## src/rtl/vam_pkg.sv

```systemverilog
`timescale 1ns / 1ps
`default_nettype none
// ----------------------------------------------------------------------------
// vam_pkg: shared types and constants for vector angle and magnitude
// CORDIC arctangent table, angle constants and pipeline word layouts.
// ----------------------------------------------------------------------------
package vam_pkg;

	localparam int XW = 34;

	localparam logic [32:0] PI_Q30      = 33'd3373259426;
	localparam logic [30:0] HALF_PI_Q30 = 31'd1686629713;
	localparam logic [32:0] TWO_PI_Q30  = 33'd6746518852;
	localparam logic [28:0] DEG_SCALE   = 29'd480631834;
	localparam logic [16:0] FULL_RAD    = 17'd51472;
	localparam logic [16:0] FULL_DEG    = 17'd46080;
	localparam logic [15:0] MAG_MAX     = 16'd46341;
	localparam int SQRT_STEPS_PER_STAGE = 2;
	localparam int SQRT_STAGES          = 8;

	typedef struct packed {
		logic xneg;
		logic yneg;
		logic xzero;
		logic yzero;
	} quad_t;

	typedef struct packed {
		logic [31:0] rem;
		logic [31:0] root;
	} sq_t;

	typedef struct packed {
		logic signed [XW-1:0] x;
		logic signed [XW-1:0] y;
		logic signed [31:0]   z;
		sq_t                  sq;
		quad_t                quad;
	} cord_t;

	function automatic logic signed [31:0] atan_q30(input logic [4:0] idx);
		logic signed [31:0] v;
		case (idx)
			5'd0:    v = 32'sh3243F6A8;
			5'd1:    v = 32'sh1DAC6705;
			5'd2:    v = 32'sh0FADBAFC;
			5'd3:    v = 32'sh07F56EA6;
			5'd4:    v = 32'sh03FEAB76;
			5'd5:    v = 32'sh01FFD55B;
			5'd6:    v = 32'sh00FFFAAA;
			5'd7:    v = 32'sh007FFF55;
			5'd8:    v = 32'sh003FFFEA;
			5'd9:    v = 32'sh001FFFFD;
			5'd10:   v = 32'sh000FFFFF;
			5'd11:   v = 32'sh0007FFFF;
			5'd12:   v = 32'sh0003FFFF;
			5'd13:   v = 32'sh0001FFFF;
			5'd14:   v = 32'sh0000FFFF;
			5'd15:   v = 32'sh00007FFF;
			5'd16:   v = 32'sh00003FFF;
			5'd17:   v = 32'sh00001FFF;
			5'd18:   v = 32'sh00000FFF;
			5'd19:   v = 32'sh000007FF;
			5'd20:   v = 32'sh000003FF;
			5'd21:   v = 32'sh000001FF;
			5'd22:   v = 32'sh000000FF;
			5'd23:   v = 32'sh0000007F;
			default: v = 32'sh00000000;
		endcase
		return v;
	endfunction

	// one digit of the bit-by-bit square root
	function automatic sq_t sqrt_step(input sq_t s, input logic [31:0] bitv);
		sq_t         r;
		logic [32:0] rb;
		rb = {1'b0, s.root} + {1'b0, bitv};
		if ({1'b0, s.rem} >= rb) begin
			r.rem  = s.rem - rb[31:0];
			r.root = (s.root >> 1) + bitv;
		end else begin
			r.rem  = s.rem;
			r.root = s.root >> 1;
		end
		return r;
	endfunction

endpackage
`default_nettype wire

```

## src/rtl/vam_cordic_stage.sv

```systemverilog
`timescale 1ns / 1ps
`default_nettype none
// ----------------------------------------------------------------------------
// vam_cordic_stage: one vectoring micro-rotation
// Early stages also resolve two digits of the square root.
// ----------------------------------------------------------------------------
module vam_cordic_stage #(
	parameter int STAGE = 0
) (
	input  wire logic     clk,
	input  wire logic     en,
	input  wire vam_pkg::cord_t d,
	output vam_pkg::cord_t cord_s
);

	logic signed [vam_pkg::XW-1:0] xs;
	logic signed [vam_pkg::XW-1:0] ys;
	logic signed [vam_pkg::XW-1:0] xv;
	logic signed [vam_pkg::XW-1:0] yv;
	logic signed [31:0]            at;
	vam_pkg::sq_t                  sq_n;

	assign xv = d.x;
	assign yv = d.y;
	assign xs = xv >>> STAGE;
	assign ys = yv >>> STAGE;
	assign at = vam_pkg::atan_q30(5'(STAGE));

	generate
		if (STAGE < vam_pkg::SQRT_STAGES) begin : g_root
			localparam int J = STAGE * vam_pkg::SQRT_STEPS_PER_STAGE;
			vam_pkg::sq_t mid;
			assign mid  = vam_pkg::sqrt_step(d.sq, 32'd1 << (30 - 2 * J));
			assign sq_n = vam_pkg::sqrt_step(mid, 32'd1 << (28 - 2 * J));
		end else begin : g_hold
			assign sq_n = d.sq;
		end
	endgenerate

	always_ff @(posedge clk) begin
		if (en) begin
			if (!yv[vam_pkg::XW-1]) begin
				cord_s.x <= xv + ys;
				cord_s.y <= yv - xs;
				cord_s.z <= d.z + at;
			end else begin
				cord_s.x <= xv - ys;
				cord_s.y <= yv + xs;
				cord_s.z <= d.z - at;
			end
			cord_s.sq   <= sq_n;
			cord_s.quad <= d.quad;
		end
	end

endmodule
`default_nettype wire

```

## config.mk

```make
export PLATFORM = sky130hd
export DESIGN_NAME = vam_cordic_stage
export DESIGN_NICKNAME = d
export VERILOG_FILES = /design/src/rtl/vam_pkg.sv /design/src/rtl/vam_cordic_stage.sv
export SDC_FILE = /design/constraint.sdc
export NUM_CORES = 1
export LEC_CHECK = 0
export ABC_AREA = 1
export ABC_CLOCK_PERIOD_IN_PS = 3820
export BUFFER_PORTS_ARGS = -buffer_cell sky130_fd_sc_hd__clkbuf_2
export CAP_MARGIN = 20
export CELL_PAD_IN_SITES_DETAIL_PLACEMENT = 1
export CELL_PAD_IN_SITES_GLOBAL_PLACEMENT = 1
export CORE_MARGIN = 1
export CORE_UTILIZATION = 30
export CTS_BUF_LIST = sky130_fd_sc_hd__clkbuf_4 sky130_fd_sc_hd__clkbuf_8
export DETAILED_ROUTE_END_ITERATION = 6
export GPL_TIMING_DRIVEN = 0
export PLACE_DENSITY = 0.65
export SYNTH_ARGS = -nofsm -noshare
export SYNTH_HDL_FRONTEND = slang
export SYNTH_SLANG_ARGS = --single-unit
export TNS_END_PERCENT = 50
```

## constraint.sdc

```tcl
create_clock -name clk -period 3.82 [get_ports clk]
set_clock_uncertainty 0.15 [all_clocks]
set_input_delay 0.382 -clock clk [delete_from_list [all_inputs] [get_ports clk]]
set_output_delay 0.382 -clock clk [all_outputs]
set_load 0.01 [all_outputs]
```

# After elaboration in Yosys (flattened, before gate mapping)
# Cells that the tools add are included.
[totals] ff_bits=168 elab_cells=26 in_bits=170 output_inout_bits=168
[classes] mux=3 order_cmp=2 n_addsub=11
[op_table] operator="$mux 64" n=2
[op_table] operator="$mux 100" n=1
[op_table] operator="$sub 34x34->34" n=2
[op_table] operator="$ge 32x33->1" n=2
[op_table] operator="$sub 32x32->32" n=2
[op_table] operator="$add 34x34->34" n=1
[op_table] operator="$add 32x29->33 const B" n=1
[op_table] operator="$add 32x31->33 const B" n=1
[op_table] operator="$add 31x29->32 const B" n=1
[op_table] operator="$add 31x31->32 const B" n=1
[op_table] operator="$add 32x31->32 const B" n=1
[op_table] operator="$sub 32x31->32 const B" n=1

# Logic depth before layout (Yosys ltp)
[logic_depth] ltp_word=6 ltp_mapped=31 depth_no_buf=28

# Least setup slack after synthesis
# Ideal clock, no wire load.
[synth_timing] path_type="input port to flip-flop" from="input d[34] in the netlist's numbering" to="register cord_s[61] in the netlist's numbering (data pin)" t_required_ps=3417 path_buffers=2 path_stages=24 setup_slack_ps=-257 setup_time_ps=253 arrival_time_ps=3673 path_cell_list="ha_1 > inv_1 > ha_1 > inv_1 > nor3_2 > nand2_1 > nor2_1 > nand3_1 > nand2_1 > nor2_4 > nand2_8 > buf_8 > ha_1 > ha_1 > nand2_1 > xnor2_1 > inv_1 > ha_1 > nand3_1 > nor3_1 > a21oi_4 > buf_6 > nand3_1 > nand2_1"
[synth_rtl] element="start, declared" line_no="vam_cordic_stage.sv:12" source="input wire vam_pkg::cord_t d,"
[synth_rtl] element="end, declared" line_no="vam_cordic_stage.sv:13" source="output vam_pkg::cord_t cord_s"

==> reports/qor.yml <==
run_status:
  status: "complete, but fails checks"
  violations: "setup timing"
pwr:
  p_seq_share_pct: 29.3
  leakage_nw: 12.1
  p_switching_mw: 3.96
  clkPwrFrac_pct: 16.7
  peakVddDrop_mv: 0.255
  power_density_nw_per_um2: 358
  intPower_mw: 4.70
  switching_share_pct: 45.7
  p_comb_share_pct: 54.0
detailed_routing:
  dr.max_layer_used: "met4"
  first_pass_iters: 5
  m1WireLength_mm: 37.8
  wl_met3_mm: 2.68
  final_antenna_net_count: 0
  finalWirelength_mm: 85.8
  vias_per_cell: 4.98
  drtIter0Drc: 1244
  avgRoutedWirePerCell_um: 19.9
  dr_wl_met2_mm: 42.2
  vias: 21400
  post-route-drc-count: 0
die:
  fp-row-count: 93
  start_util_pct: 30.5
  design.die.area_um2: 66900
  dieWidth_um: 259
  io_pins: 338
  die_y_um: 259
  core_um2: 64800
cells_and_area:
  fillers: 8410
  area.growth.synth_to_final_pct: 22.5
  drive_above_1_share_pct: 17.4
  largest_register_ff_count: 167
  post-route-util_pct: 37.4
  regMostFlops: "cord_s"
  nNetsFinal: 3804
  reg_top3: "cord_s x167"
  seq_area_um2: 5010
  multi_input_area_um2: 13300
worst_setup_path:
  crit_path_max_fanout: 6
  crit_path_top_delay_cell: "ha_1"
  cp.required_ps: 4010
  crit_start: "d[25]"
  critPathKind: "in2reg"
  crit_arrival_ps: 4240
  cpPeakStageDelay_ps: 390
  critical_path.endpoint: "cord_s[61]"
  path_depth: 29
  crit_top_cell: "nand2_1"
  worst_setup_path_start_kind: "input pin"
  cp_top_family: "simple AND/OR/NAND/NOR gates"
  cp.buffers_inverters: 9
  cp-end-kind: "register"
yosys:
  syn_nets: 3395
  ys_types: 50
  synth.area.top_cells: "edfxtp_1 25%, nand2_1 17%, ha_1 12%"
  yosysTopAreaCell: "edfxtp_1"
  synthArstFlopShare_pct: 0
  synth_top_area_share_pct: 25.4
  synth_most_common_cell: "nand2_1"
  synth_area_um2: 19800
  yosys_warnings: 0
  ys_seq_area_share_pct: 25.4
  synthCells: 3024
  synth_edf_count: 167
  ys.flop_type: "edfxtp_1"
  syn_area_per_cell_um2: 6.54
  synth_common_cells: "921 x nand2_1, 444 x inv_1, 257 x nor2_1, 248 x nand3_1, 217 x a21oi_1"
  ys_seq_elements: 167
placement:
  pre_cts_slack_ps: -1340
  place.gp.congestion: 0.944
  port_buffers: 337
  hpwl_mm: 72.0
timing:
  whs_ps: 37.4
  tns_ps: -7050
  fmax_ghz: 0.247
  period_share_pct: 106
  worst_slack_ps: -231
  slew_violations: 0
  tightest_slew_ps: 1200
  hold_viol_final: 0
  min_period_ps: 4050
  setup_viol: 35
  slew_headroom_pct: 20.2
  grt_setup_unrepaired: "true"
global_routing:
  grt_pass1_vias: 22200
  grt_start_max_net_pins: 104
  overflow: 0
  antenna_found_initial: 1
  grt_usage_pct: 25.5
  grt_pass1_wl_mm: 129
cts:
  cts_buffers: 17
  cts_tree: "yes"
  numClockSinks: 167
  path_clk_slew_ps: 100
  htree_levels: 4
  cts_root_buf: "clkbuf_8"
  clock_path_buffers: 2
min_path:
  hp-class: "in2reg"
run:
  maxCapViolations: 0
-- through the flow --
step                power [mW]  cell area [um^2]  instances
global route              9.26             24200       4303
CTS                       8.48             23700       4295
finish                    8.66             24200       4303
global placement          6.77             22600       4216
detailed placement        6.81             22600       4217
floorplan                 5.22             19800       3024
-- placed cells by master, fill, tap and decap left out, types with 11 or more instances in the layout --
master,synthesis,layout
ha_2,0,17
nand3_4,1,11
and2_1,33,33
clkbuf_8,0,18
xnor2_1,23,23
nand3b_1,53,53
buf_2,24,23
nand3_1,248,215
o21ai_0,137,135
buf_4,15,24
nand4_1,29,29
xor2_1,58,58
nor3_1,35,34
edfxtp_1,167,167
a21oi_2,3,14
ha_1,194,165
a21oi_1,217,206
ha_4,0,12
nor2_1,257,247
nand2_1,921,898
nand3_2,4,27
dlygate4sd3_1,0,37
nand2_2,21,43
a21o_1,14,14
clkbuf_2,0,333
inv_1,444,440
nor2_2,11,18
o21bai_1,14,14
-- what timing repair did --
action,CTS,global route
endpoints found under the setup margin,36,36
endpoints found under the hold margin,37,0
hold buffers,37,0
pin swaps,8,23
resized for setup,45,101
setup buffers,9,5
gates cloned,1,2
-- per-layer routing --
metal  global-route usage (%)  up-vias
met5                        0        -
met4                     9.98        0
met3                     2.93      130
met2                     45.0      438
met1                     31.4    10200
li1                         -    10700
-- how the worst min path moves through the flow --
stage / from / to / slack, ps / cells after the start
5_1_grt: d[34] / cord_s[35] / 4 / 3
3_3_place_gp: d[69] / cord_s[69] / 410 / 1
2_1_floorplan: d[0] / cord_s[0] / 330 / 0
4_1_cts: d[34] / cord_s[35] / 5 / 3
3_5_place_dp: d[1] / cord_s[1] / 410 / 1
6_report: d[34] / cord_s[35] / 40 / 3
-- final cells by class --
cell class	count	area share, %
antenna	2	0.0207
inverter	449	6.97
buffer	61	1.77
sequential	167	20.7
tap	855	4.42
timing repair buffer	390	9.63
multi-input combinational	2347	54.9
clock inverter	14	0.615
clock buffer	18	0.997
-- worst min-delay path: cells and delay by family --
kind / cells / cell delay, ps
buffers and inverters: 1 / 120
AND/OR/NAND/NOR: 2 / 100
-- power groups by stage --
stage	combinational (mW)	sequential [mW]	clock (mW)
detailed placement	4.22	2.59	0
global route	5.13	2.57	1.56
floorplan	2.47	2.75	0
finish	4.68	2.54	1.44
CTS	4.44	2.55	1.50
global placement	4.18	2.59	0
-- cells by family after synthesis --
logic type	share of synthesized area, %
XOR/XNOR	3.59
AO/OA/AOI/OAI	12.1
buffers and inverters	10.5
AND/OR/NAND/NOR	35.5
flip-flops	25.4
adder cells (fa/ha/maj)	13.0
Note: power is estimated with default switching activity, not from simulation.
