File: src/rtl/vam_pkg.sv
`timescale 1ns / 1ps
`default_nettype none
// ----------------------------------------------------------------------------
// vam_pkg: shared types and constants for vector angle and magnitude
// CORDIC arctangent table, angle constants and pipeline word layouts.
// ----------------------------------------------------------------------------
package vam_pkg;

	localparam int XW = 34;

	localparam logic [32:0] PI_Q30      = 33'd3373259426;
	localparam logic [30:0] HALF_PI_Q30 = 31'd1686629713;
	localparam logic [32:0] TWO_PI_Q30  = 33'd6746518852;
	localparam logic [28:0] DEG_SCALE   = 29'd480631834;
	localparam logic [16:0] FULL_RAD    = 17'd51472;
	localparam logic [16:0] FULL_DEG    = 17'd46080;
	localparam logic [15:0] MAG_MAX     = 16'd46341;
	localparam int SQRT_STEPS_PER_STAGE = 2;
	localparam int SQRT_STAGES          = 8;

	typedef struct packed {
		logic xneg;
		logic yneg;
		logic xzero;
		logic yzero;
	} quad_t;

	typedef struct packed {
		logic [31:0] rem;
		logic [31:0] root;
	} sq_t;

	typedef struct packed {
		logic signed [XW-1:0] x;
		logic signed [XW-1:0] y;
		logic signed [31:0]   z;
		sq_t                  sq;
		quad_t                quad;
	} cord_t;

	function automatic logic signed [31:0] atan_q30(input logic [4:0] idx);
		logic signed [31:0] v;
		case (idx)
			5'd0:    v = 32'sh3243F6A8;
			5'd1:    v = 32'sh1DAC6705;
			5'd2:    v = 32'sh0FADBAFC;
			5'd3:    v = 32'sh07F56EA6;
			5'd4:    v = 32'sh03FEAB76;
			5'd5:    v = 32'sh01FFD55B;
			5'd6:    v = 32'sh00FFFAAA;
			5'd7:    v = 32'sh007FFF55;
			5'd8:    v = 32'sh003FFFEA;
			5'd9:    v = 32'sh001FFFFD;
			5'd10:   v = 32'sh000FFFFF;
			5'd11:   v = 32'sh0007FFFF;
			5'd12:   v = 32'sh0003FFFF;
			5'd13:   v = 32'sh0001FFFF;
			5'd14:   v = 32'sh0000FFFF;
			5'd15:   v = 32'sh00007FFF;
			5'd16:   v = 32'sh00003FFF;
			5'd17:   v = 32'sh00001FFF;
			5'd18:   v = 32'sh00000FFF;
			5'd19:   v = 32'sh000007FF;
			5'd20:   v = 32'sh000003FF;
			5'd21:   v = 32'sh000001FF;
			5'd22:   v = 32'sh000000FF;
			5'd23:   v = 32'sh0000007F;
			default: v = 32'sh00000000;
		endcase
		return v;
	endfunction

	// one digit of the bit-by-bit square root
	function automatic sq_t sqrt_step(input sq_t s, input logic [31:0] bitv);
		sq_t         r;
		logic [32:0] rb;
		rb = {1'b0, s.root} + {1'b0, bitv};
		if ({1'b0, s.rem} >= rb) begin
			r.rem  = s.rem - rb[31:0];
			r.root = (s.root >> 1) + bitv;
		end else begin
			r.rem  = s.rem;
			r.root = s.root >> 1;
		end
		return r;
	endfunction

endpackage
`default_nettype wire

File: src/rtl/vam_front.sv
`timescale 1ns / 1ps
`default_nettype none
// ----------------------------------------------------------------------------
// vam_front: input stages
// Absolute values and axis flags, squares, then the CORDIC and root seed.
// ----------------------------------------------------------------------------
module vam_front (
	input  wire logic               clk,
	input  wire logic [2:0]         en,
	input  wire logic signed [15:0] x_coord,
	input  wire logic signed [15:0] y_coord,
	output vam_pkg::cord_t          cord_s3
);

	logic signed [16:0] xe;
	logic signed [16:0] ye;
	logic [16:0]        ax_s1;
	logic [16:0]        ay_s1;
	vam_pkg::quad_t     quad_s1;
	logic [16:0]        ax_s2;
	logic [16:0]        ay_s2;
	logic [30:0]        sqx_s2;
	logic [30:0]        sqy_s2;
	vam_pkg::quad_t     quad_s2;
	logic [33:0]        px;
	logic [33:0]        py;

	assign xe = {x_coord[15], x_coord};
	assign ye = {y_coord[15], y_coord};
	assign px = ax_s1 * ax_s1;
	assign py = ay_s1 * ay_s1;

	always_ff @(posedge clk) begin
		if (en[0]) begin
			ax_s1         <= xe[16] ? 17'(-xe) : 17'(xe);
			ay_s1         <= ye[16] ? 17'(-ye) : 17'(ye);
			quad_s1.xneg  <= x_coord[15];
			quad_s1.yneg  <= y_coord[15];
			quad_s1.xzero <= (x_coord == 16'sd0);
			quad_s1.yzero <= (y_coord == 16'sd0);
		end
		if (en[1]) begin
			ax_s2   <= ax_s1;
			ay_s2   <= ay_s1;
			sqx_s2  <= px[30:0];
			sqy_s2  <= py[30:0];
			quad_s2 <= quad_s1;
		end
		if (en[2]) begin
			cord_s3.x       <= $signed({1'b0, ax_s2, 16'b0});
			cord_s3.y       <= $signed({1'b0, ay_s2, 16'b0});
			cord_s3.z       <= 32'sd0;
			cord_s3.sq.rem  <= 32'(sqx_s2) + 32'(sqy_s2);
			cord_s3.sq.root <= 32'd0;
			cord_s3.quad    <= quad_s2;
		end
	end

endmodule
`default_nettype wire

File: config.mk
export PLATFORM = sky130hd
export DESIGN_NAME = vam_front
export DESIGN_NICKNAME = d
export VERILOG_FILES = /design/src/rtl/vam_pkg.sv /design/src/rtl/vam_front.sv
export SDC_FILE = /design/constraint.sdc
export NUM_CORES = 1
export LEC_CHECK = 0
export ABC_AREA = 0
export ABC_CLOCK_PERIOD_IN_PS = 8300
export BUFFER_PORTS_ARGS = -buffer_cell sky130_fd_sc_hd__buf_2
export CORE_ASPECT_RATIO = 0.8
export CORE_MARGIN = 2
export CORE_UTILIZATION = 53
export CTS_BUF_LIST = sky130_fd_sc_hd__clkbuf_4
export DETAILED_ROUTE_END_ITERATION = 8
export PLACE_DENSITY = 0.72
export SETUP_SLACK_MARGIN = 0.05
export SLEW_MARGIN = 20
export SYNTH_ARGS = -nofsm -noshare
export SYNTH_HDL_FRONTEND = slang
export SYNTH_SLANG_ARGS = --single-unit
File: constraint.sdc
create_clock -name clk -period 8.3 [get_ports clk]
set_clock_uncertainty 0.05 [all_clocks]
set_input_delay 0 -clock clk [delete_from_list [all_inputs] [get_ports clk]]
set_output_delay 0 -clock clk [all_outputs]
set_load 0.005 [all_outputs]
## Word-level counts from Yosys, hierarchy flattened

Cells that the tools add are included.

- Add/subtract/negate cells: 3
- Multipliers: 2
- Multiplexer cells: 2
- Reductions and logical operators: 2

Operator list:

| operator | number |
|---|---|
| multiplier 17 x 17 -> 31 bit | 2 |
| negator 16 -> 17 bit | 2 |
| adder 31 x 31 -> 32 bit | 1 |
| zero test 16 bit | 2 |
| 2-to-1 mux 15 bit | 2 |

- Register bits after elaboration: 208
- Input bits: 36
- Output and inout port bits: 168

## Logic depth before layout (Yosys ltp)

Gate-level depths: netlist (run 1).

- Word-level depth: 2
- Gate-level depth with buffers: 25

## Worst setup path after synthesis (run 1)

OpenSTA, ideal clock, no wires.

- Kind: flip-flop to flip-flop
- Start point: register ay_s1[11]
- End point: register sqy_s2[27] (data pin)
- Data arrival time: 5673 ps
- Required time: 7989 ps
- Path slack: 2316 ps
- Cell stages (with the launch flop): 21
- Path buffers: 1
- Cell sequence: edfxtp_1 > clkbuf_1 > inv_1 > nor2_1 > fa_1 > fa_1 > fa_1 > fa_1 > fa_1 > inv_1 > fa_1 > inv_1 > ha_1 > a21o_1 > a21o_1 > a21oi_1 > o21ai_0 > a21oi_1 > mux2i_1 > nand2_1 > a311o_1

- Word-level cells in the longest chain between the ends: 1

Ends and longest elaborated chain:

| what | RTL line | RTL |
|---|---|---|
| start, declared | vam_front.sv:18 | `logic [16:0] ay_s1;` |
| start signal, assigned | vam_front.sv:36 | `ay_s1 <= ye[16] ? 17'(-ye) : 17'(ye);` |
| multiplier 17 x 17 -> 31 bit | vam_front.sv:31 | `assign py = ay_s1 * ay_s1;` |
| via py[27] | vam_front.sv:26 | `logic [33:0] py;` |
| end signal, assigned | vam_front.sv:46 | `sqy_s2 <= py[30:0];` |
| end, declared | vam_front.sv:23 | `logic [30:0] sqy_s2;` |

The timed path passes the listed nets, and every way through them passes these cells.
A chain may end at the register's enable or synchronous reset.

## Worst setup path in the final report (run 1)

- Start point: register ax_s1[3]
- End point: register sqx_s2[28] (data pin)

- Word-level cells in the longest chain between the ends: 1

Ends and longest elaborated chain:

| what | RTL line | RTL |
|---|---|---|
| start, declared | vam_front.sv:17 | `logic [16:0] ax_s1;` |
| start signal, assigned | vam_front.sv:35 | `ax_s1 <= xe[16] ? 17'(-xe) : 17'(xe);` |
| multiplier 17 x 17 -> 31 bit | vam_front.sv:30 | `assign px = ax_s1 * ax_s1;` |
| via px[28] | vam_front.sv:25 | `logic [33:0] px;` |
| end signal, assigned | vam_front.sv:45 | `sqx_s2 <= px[30:0];` |
| end, declared | vam_front.sv:22 | `logic [30:0] sqx_s2;` |

The timed path passes the listed nets, and every way through them passes these cells.

==> results of run 1 <==
area by class of cell:
cell class	instances	area, sq um	area share, %
multi-input combinational	1578	15980	59.17
tap	612	765.7	2.836
antenna	2	5.005	0.01854
clock buffer	71	533.0	1.974
sequential	204	6126	22.69
clock inverter	23	95.09	0.3522
timing repair buffer	183	1299	4.810
inverter	586	2200	8.147
per-layer routing:
metal	GRT usage [%]	vias to the layer above	part of all wire, %
li1	-	7794	-
met1	31.59	8357	44
met2	36.94	495	47
met3	3.836	82	6.7
met4	6.150	0	2.4
met5	0	-	0
per-stage QoR:
step	hold WS (ps)	setup slack [ps]
global placement	183.2	1672
finish	106.6	1511
detailed placement	184.3	1596
CTS	4.429	1571
floorplan	48.87	2316
global route	67.29	1172
cells by family (layout without fill, tap and decap cells):
logic type / count (synthesis) / in the layout / synth area share [%]
buffers and inverters: 739 / 863 / 12.63
adder cells (fa/ha/maj): 604 / 604 / 41.86
AND/OR/NAND/NOR: 477 / 477 / 9.221
AO/OA/AOI/OAI: 267 / 267 / 7.038
flip-flops: 204 / 204 / 24.63
XOR/XNOR: 126 / 126 / 4.437
multiplexers: 4 / 4 / 0.1710
other: 1 / 102 / 0.01508
worst max-delay path by stage:
stage / start / end / slack [ps]
finish: ax_s1[3] / sqx_s2[28] / 1510
global route: ay_s1[11] / sqy_s2[27] / 1170
CTS: ay_s1[11] / sqy_s2[27] / 1570
detailed placement: ay_s1[11] / sqy_s2[27] / 1600
global placement: ay_s1[11] / sqy_s2[27] / 1670
floorplan: ay_s1[11] / sqy_s2[27] / 2320
tightest hold or removal path, cell delays in order:
cell and delay (ps):
dlygate4sd3_1 510, buf_2 140, xnor2_1 120
Yosys cell counts (all sizes together), types with 43 or more instances:
master / count / area share, %
inv: 586 / 8.8
fa: 380 / 31
ha: 224 / 11
nand2: 212 / 3.2
edfxtp: 204 / 25
and2: 110 / 2.8
buf: 98 / 3.0
xnor2: 88 / 3.1
a21oi: 86 / 1.7
nor2: 60 / 0.91
clkbuf: 55 / 0.83
o21ai: 48 / 0.98
a21o: 43 / 1.3
flip-flops by register name, indices dropped and copies added (netlist names):
signal and flops:
ay_s2 17, ax_s1 17, quad_s2 4, sqy_s2 29, cord_s3 70, quad_s1 4, ax_s2 17, ay_s1 17
sqx_s2 29
repair_timing:
action,in CTS,in global routing
endpoints found under the hold margin,103,0
setup endpoints to repair,0,0
hold buffers,73,0
==> out/metrics.cfg, run 1 <==
[clock_tree]
path_clk_slew_ps = 70
clk_path_buf_depth = 3
insertion_delay_ps = 770
cts_setup_buffers = 0
clock-sinks = 204
cts_root_buf = clkbuf_4
htreeDepth = 2
cts_resized = 0
cts_tree = built
cts_buffers = 52

[placed_design]
place_congestion = 0.9397
placed_cells = 3090
hpwl_mm = 41.58
place.port_buffers = 105
dpl_cell_area_sq_um = 25630

[worst_setup_path]
crit_buf_inv = 5
rr_endpoint = sqx_s2[28]
worstPathRequired_ps = 8740
crit_fanout = 18
r2r_slack_ps = 1510
path_cells = nand2_1, fa_1, inv_1, fa_1, inv_1, fa_1, inv_1, ha_1, fa_1, inv_1, fa_1, inv_1, ha_1, and2_1, a21boi_0, o211ai_1, o31ai_1, a31o_2, a21oi_1, xnor2_1
crit_cells = 20
reg2regPathDepth = 20
cp.arrival_ps = 7230
crit_path_max_incr_delay_ps = 940
end_kind = register
worst_path_max_delay_cell = edfxtp_1
critPathKind = reg -> reg
r2r_start = ax_s1[3]
worst_path_dominant_cell_family = adder cells
start_kind = register

[global_routing]
grt_pass1_vias = 17640
grt-ovfl-total = 0
grt_usage_pct = 22.69
grt_pass1_wl_mm = 87.06
grt_max_degree = 78
grt_antenna_before_repair = 2

[routing]
ant_nets = 0
route.detailed.drc = 0
vias = 16728
via_per_inst = 5.133
first_pass_iters = 5
drtIter0Drc = 1088
wl_per_cell_microns = 16.18
routed_wl_mm = 52.73

[timing]
fmax_ghz = 0.1473
final_max_slew_viol_count = 0
final.min_clock_period_ps = 6789
timing.final.crit_share_pct = 81.80
setup_viol = 0
rsz0062_at_grt = false
slew_headroom_pct = 29.12
tightest_slew_ps = 1063
hold_viol_final = 0
finalSetupTns_ps = 0

[die]
die_area_sq_um = 48690
start_util_pct = 54.09
die_w_microns = 246.2
core_area_sq_um = 45980
die_h_microns = 197.8
ios = 204
rows = 70

[hold_path]
worstHoldPathCells = 3
holdPathEnd = ax_s1[11]
worstHoldPathType = in -> reg
min_from = x_coord[11]

[layout]
layout_common_cells = 586 x inv_1, 380 x fa_1, 224 x ha_1
final_common_cell = inv_1
utilization_pct = 58.72
stdcell_area_sq_um = 27000
area_growth_pct = 8.552
fin_nets = 3245
fillers = 3895
instances_no_fill = 3259
drive_above_1_share_pct = 7.977

[logic_synthesis]
synthCells = 2422
postSynthAreaPerCell_sq_um = 10.27
synth_flop_cell = edfxtp_1
synthArstFlopShare_pct = 0
ys_seq_area_share_pct = 24.63
ys_warn_count = 0
yosysUniqueCellTypes = 61
synth_edf_count = 204
syn-cell-area_sq_um = 24870
ys_ff_latch = 204

[flow_run]
cap_viol_max_count = 0

[outcome]
status = finished, final reports clean

Power of run 1 is left out: the tool's default activity adds up to more than one toggle a clock period on the data nets, which glitch-free logic cannot reach.
==> run 2, diff against run 1 <==
--- a/config.mk
+++ b/config.mk
@@ -6,14 +6,14 @@
 export NUM_CORES = 1
 export LEC_CHECK = 0
 export ABC_AREA = 0
-export ABC_CLOCK_PERIOD_IN_PS = 8300
+export ABC_CLOCK_PERIOD_IN_PS = 6200
 export BUFFER_PORTS_ARGS = -buffer_cell sky130_fd_sc_hd__buf_2
 export CORE_ASPECT_RATIO = 0.8
 export CORE_MARGIN = 2
 export CORE_UTILIZATION = 53
 export CTS_BUF_LIST = sky130_fd_sc_hd__clkbuf_4
 export DETAILED_ROUTE_END_ITERATION = 8
-export PLACE_DENSITY = 0.72
+export PLACE_DENSITY = 0.75
 export SETUP_SLACK_MARGIN = 0.05
 export SLEW_MARGIN = 20
 export SYNTH_ARGS = -nofsm -noshare
==> constraint.sdc (replaced) <==
create_clock -name clk -period 6.2 [get_ports clk]
set_clock_uncertainty 0.05 [all_clocks]
set_input_delay 0 -clock clk [delete_from_list [all_inputs] [get_ports clk]]
set_output_delay 0 -clock clk [all_outputs]
set_load 0.005 [all_outputs]
==> run 2 against run 1 <==
Effect of this change: worst setup slack lost 1400 ps; global-route usage grew 0.85 points; worst hold slack gained 2.2 ps; non-clock buffer count grew 141; routed wire length grew 5.1%; cell count grew 4.4%; die area is the same; largest cell class unchanged; highest routed layer is now met5.
==> out/metrics.cfg, run 2 (same netlist as run 1, synthesis figures left out) <==
[outcome]
status = finished, final reports clean

[worst_setup_path]
cpMostUsedCell = fa_1
start_kind = register
worstPathRequired_ps = 6700
worst_path_dominant_cell_family = adder cells
crit_fanout = 7
path_cells = nand2_2, fa_1, inv_1, fa_1, inv_1, fa_2, inv_2, fa_1, fa_1, inv_1, fa_1, inv_1, ha_2, nand2_1, o21ai_0, a311o_1, o31ai_4, o21ai_0, a21oi_1, xnor2_1
worst_path_max_delay_cell = edfxtp_1
critPathKind = reg -> reg
end_kind = register
crit_path_max_incr_delay_ps = 630
crit_buf_inv = 5
cp.arrival_ps = 6580

[clock_tree]
htreeDepth = 2
cts_tree = built
insertion_delay_ps = 800
clock-sinks = 204
cts_buffers = 53
path_clk_slew_ps = 80
clk_path_buf_depth = 3
cts_root_buf = clkbuf_4

[placed_design]
place_congestion = 0.9653
hpwl_mm = 43.00
place.port_buffers = 105

[routing]
wl_per_cell_microns = 16.27
drtIter0Drc = 1017
ant_nets = 0
route.detailed.drc = 0
via_per_inst = 5.140
vias = 17497
first_pass_iters = 6
routed_wl_mm = 55.40

[die]
start_util_pct = 54.09
rows = 70
core_area_sq_um = 45980
die_w_microns = 246.2
die_area_sq_um = 48690
ios = 204
die_h_microns = 197.8

[layout]
layout_common_cells = 581 x inv_1, 374 x fa_1, 210 x ha_1
largest_register_ff_count = 70
area_growth_pct = 14.74
final_common_cell = inv_1
top_register = cord_s3
drive_above_1_share_pct = 14.44
fin_nets = 3387
largestRegisters = cord_s3: 70 flops, sqx_s2: 29 flops, sqy_s2: 29 flops

[timing]
rsz0062_at_grt = true
tightest_slew_ps = 1059
fmax_ghz = 0.1644
timing.final.crit_share_pct = 98.09
hold_ws_ps = 108.8
final_max_slew_viol_count = 0
final.min_clock_period_ps = 6082
hold_viol_final = 0
slew_headroom_pct = 29.39
setup_viol = 0

[flow_run]
cap_viol_max_count = 0

[global_routing]
grt_pass1_wl_mm = 90.47
grt_antenna_before_repair = 3
grt-ovfl-total = 0
grt_pass1_vias = 18830
grt_max_degree = 78
grt_usage_pct = 23.54

[hold_path]
worstHoldPathType = in -> reg

==> run 2: cell types whose count changed in the layout (fill, tap and decap cells not counted), sizes merged <==
cell,change
buf,+131
dlygate4sd3,+8
clkbuf,+5
bufinv,+2
clkinv,-1
==> run 2: metrics by stage <==
| step | area, sq um | TNS (ps) | worst slack (ps) | cells | utilization [%] |
|---|---|---|---|---|---|
| 6_report | 28540 | 0 | 118.3 | 3404 | 62.06 |
| 5_1_grt | 28530 | -278.2 | -153.8 | 3403 | 62.06 |
| 4_1_cts | 27880 | 0 | 50.87 | 3362 | 60.63 |
| 3_5_place_dp | 26110 | -595.1 | -218.2 | 3153 | 56.78 |
| 3_3_place_gp | 26110 | -41.04 | -30.94 | 3153 | 56.78 |
| 2_1_floorplan | 25240 | 0 | 215.8 | 2521 | - |
==> run 2: cell type report <==
| class | instances | area (sq um) |
|---|---|---|
| Multi-Input combinational cell | 1578 | 16250 |
| Sequential cell | 204 | 6126 |
| Inverter | 586 | 2202 |
| Clock inverter | 24 | 145.1 |
| Fill cell | 3678 | 17440 |
| Timing Repair Buffer | 324 | 2489 |
| Clock buffer | 74 | 555.5 |
| Antenna cell | 2 | 5.005 |
| Tap cell | 612 | 765.7 |
==> run 2: path summary, 6_finish.rpt <==
kind / start / endpoint / slack (ps) / depth (start not counted)
max reg2reg: ax_s1[7] / sqx_s2[21] / 120 / 20
min: x_coord[15] / quad_s1[3] / 110 / 2
min reg2reg: ax_s2[3] / cord_s3[153] / 360 / 0
max: ax_s1[7] / sqx_s2[21] / 120 / 20
==> run 2: timing repair <==
item	CTS	global route
hold buffers	81	0
hold endpoints to repair	163	0
gates resized for setup	2	81
setup endpoints to repair	12	22
setup buffers	30	39
pin swaps	0	31
==> run 2: metal layers <==
| layer | up-vias | routed length [microns] | share of wire (%) | track usage, % |
|---|---|---|---|---|
| met4 | 2 | 1492 | 2.7 | 7.295 |
| met1 | 8682 | 22990 | 41 | 31.32 |
| met2 | 628 | 26760 | 48 | 39.03 |
| li1 | 8062 | - | - | - |
| met3 | 123 | 4135 | 7.5 | 4.676 |
| met5 | - | 19 | 0.034 | 0 |
Power of run 2 is left out for the same reason.
==> run 3, diff against run 2 <==
--- a/config.mk
+++ b/config.mk
@@ -9,7 +9,6 @@
 export ABC_CLOCK_PERIOD_IN_PS = 6200
 export BUFFER_PORTS_ARGS = -buffer_cell sky130_fd_sc_hd__buf_2
 export CORE_ASPECT_RATIO = 0.8
-export CORE_MARGIN = 2
 export CORE_UTILIZATION = 53
 export CTS_BUF_LIST = sky130_fd_sc_hd__clkbuf_4
 export DETAILED_ROUTE_END_ITERATION = 8
==> run 3 against run 2 <==
Effect of this change: count of clock-buffer cells in the layout is 2 lower; critical path depth stayed put; non-clock buffer count is 8 higher; sequential share of layout area hardly changed; global-route usage is 1.2 points higher; critical path type unchanged; critical endpoint is now sqx_s2[28]; largest cell class unchanged.
==> out/metrics.cfg, run 3 (same netlist as run 1, synthesis figures left out) <==
[timing]
rsz0062_at_grt = true
setup_viol = 0
slew_headroom_pct = 34.61
fmax_ghz = 0.1660
final_max_slew_viol_count = 0
layout_setup_ws_ps = 175.6
final.min_clock_period_ps = 6024
tightest_slew_ps = 980.8
hold_viol_final = 0
timing.final.crit_share_pct = 97.17

[worst_setup_path]
cp.arrival_ps = 6510
crit_buf_inv = 6
end_kind = register
start_kind = register
path_cells = buf_4, buf_4, nand2_1, fa_1, fa_1, inv_1, fa_1, inv_1, fa_1, fa_1, fa_1, inv_1, ha_2, nand2_1, inv_1, nand3_1, o31ai_4, a31o_2, a21oi_2, xnor2_1
worstPathRequired_ps = 6680
worst_path_max_delay_cell = fa_1
critical_path.startpoint = ax_s1[13]
crit_path_max_incr_delay_ps = 560
critPathKind = reg -> reg
worst_path_dominant_cell_family = adder cells
crit_fanout = 6
cpMostUsedCell = fa_1
r2r_start = ax_s1[13]

[routing]
route.detailed.drc = 0
wl_per_cell_microns = 16.78
via_per_inst = 5.181
first_pass_iters = 5
ant_nets = 0
drtIter0Drc = 1153
vias = 17642
routed_wl_mm = 57.14

[clock_tree]
htreeDepth = 2
cts_tree = built
clk_path_buf_depth = 3
cts_root_buf = clkbuf_4
clock-sinks = 204
path_clk_slew_ps = 70
insertion_delay_ps = 810
cts_buffers = 55

[global_routing]
grt_max_degree = 80
grt_pass1_vias = 18970
grt_antenna_before_repair = 5
grt_pass1_wl_mm = 93.05
grt_usage_pct = 24.75
grt-ovfl-total = 0

[die]
die_area_sq_um = 47800
rows = 70
ios = 204
die_w_microns = 244.2
start_util_pct = 54.09
die_h_microns = 195.8
core_area_sq_um = 45980

[hold_path]
min_from = y_coord[15]
worstHoldPathType = in -> reg

[placed_design]
place.port_buffers = 105
dpl_worst_slack_ps = -126.1
hpwl_mm = 44.59
place_congestion = 0.9613
placed_cells = 3171

[layout]
fin_nets = 3397
area_growth_pct = 14.71
largestRegisters = cord_s3: 70 flops, sqx_s2: 29 flops, sqy_s2: 29 flops
largest_register_ff_count = 70
layout_common_cells = 582 x inv_1, 378 x fa_1, 215 x ha_1
top_register = cord_s3
drive_above_1_share_pct = 14.22
instances_no_fill = 3405
utilization_pct = 62.05
final_common_cell = inv_1

[outcome]
status = finished, final reports clean

[flow_run]
cap_viol_max_count = 0

-- run 3: area by class of cell --
type / instances / area (sq um)
timing repair buffer: 332 / 2567
fill: 3723 / 17450
inverter: 586 / 2203
multi-input combinational: 1578 / 16220
clock inverter: 19 / 101.3
tap: 612 / 765.7
antenna: 2 / 5.005
sequential: 204 / 6126
clock buffer: 72 / 540.5
-- run 3: path summary, 6_finish.rpt --
kind	slack [ps]	end	cells after the start
max	180	sqx_s2[28]	20
min	110	quad_s1[2]	2
max reg2reg	180	sqx_s2[28]	20
min reg2reg	360	cord_s3[3]	0
-- run 3: metrics by stage --
step           setup TNS [ps]  instance area (sq um)  hold WS (ps)
3_3_place_gp           -4.768                  26290         186.9
2_1_floorplan               0                  25240         48.87
3_5_place_dp           -283.4                  26290         182.5
6_report                    0                  28530         112.3
4_1_cts                     0                  27970         1.622
5_1_grt                -64.23                  28530         46.46
-- run 3: routing by layer --
metal	GRT usage (%)	vias up	routed length (microns)
met5	0	-	25
met4	9.792	4	2003
met3	6.088	146	4714
met2	39.61	667	26860
met1	32.48	8741	23540
li1	-	8084	-
-- run 3: repair_timing --
item                                   CTS  global route
hold buffers                            81             0
endpoints found under the hold margin  127             0
setup endpoints to repair                9            21
buffers inserted                        22            38
pin swaps                                1            24
gates resized for setup                  3            71
Power of run 3 is left out for the same reason.
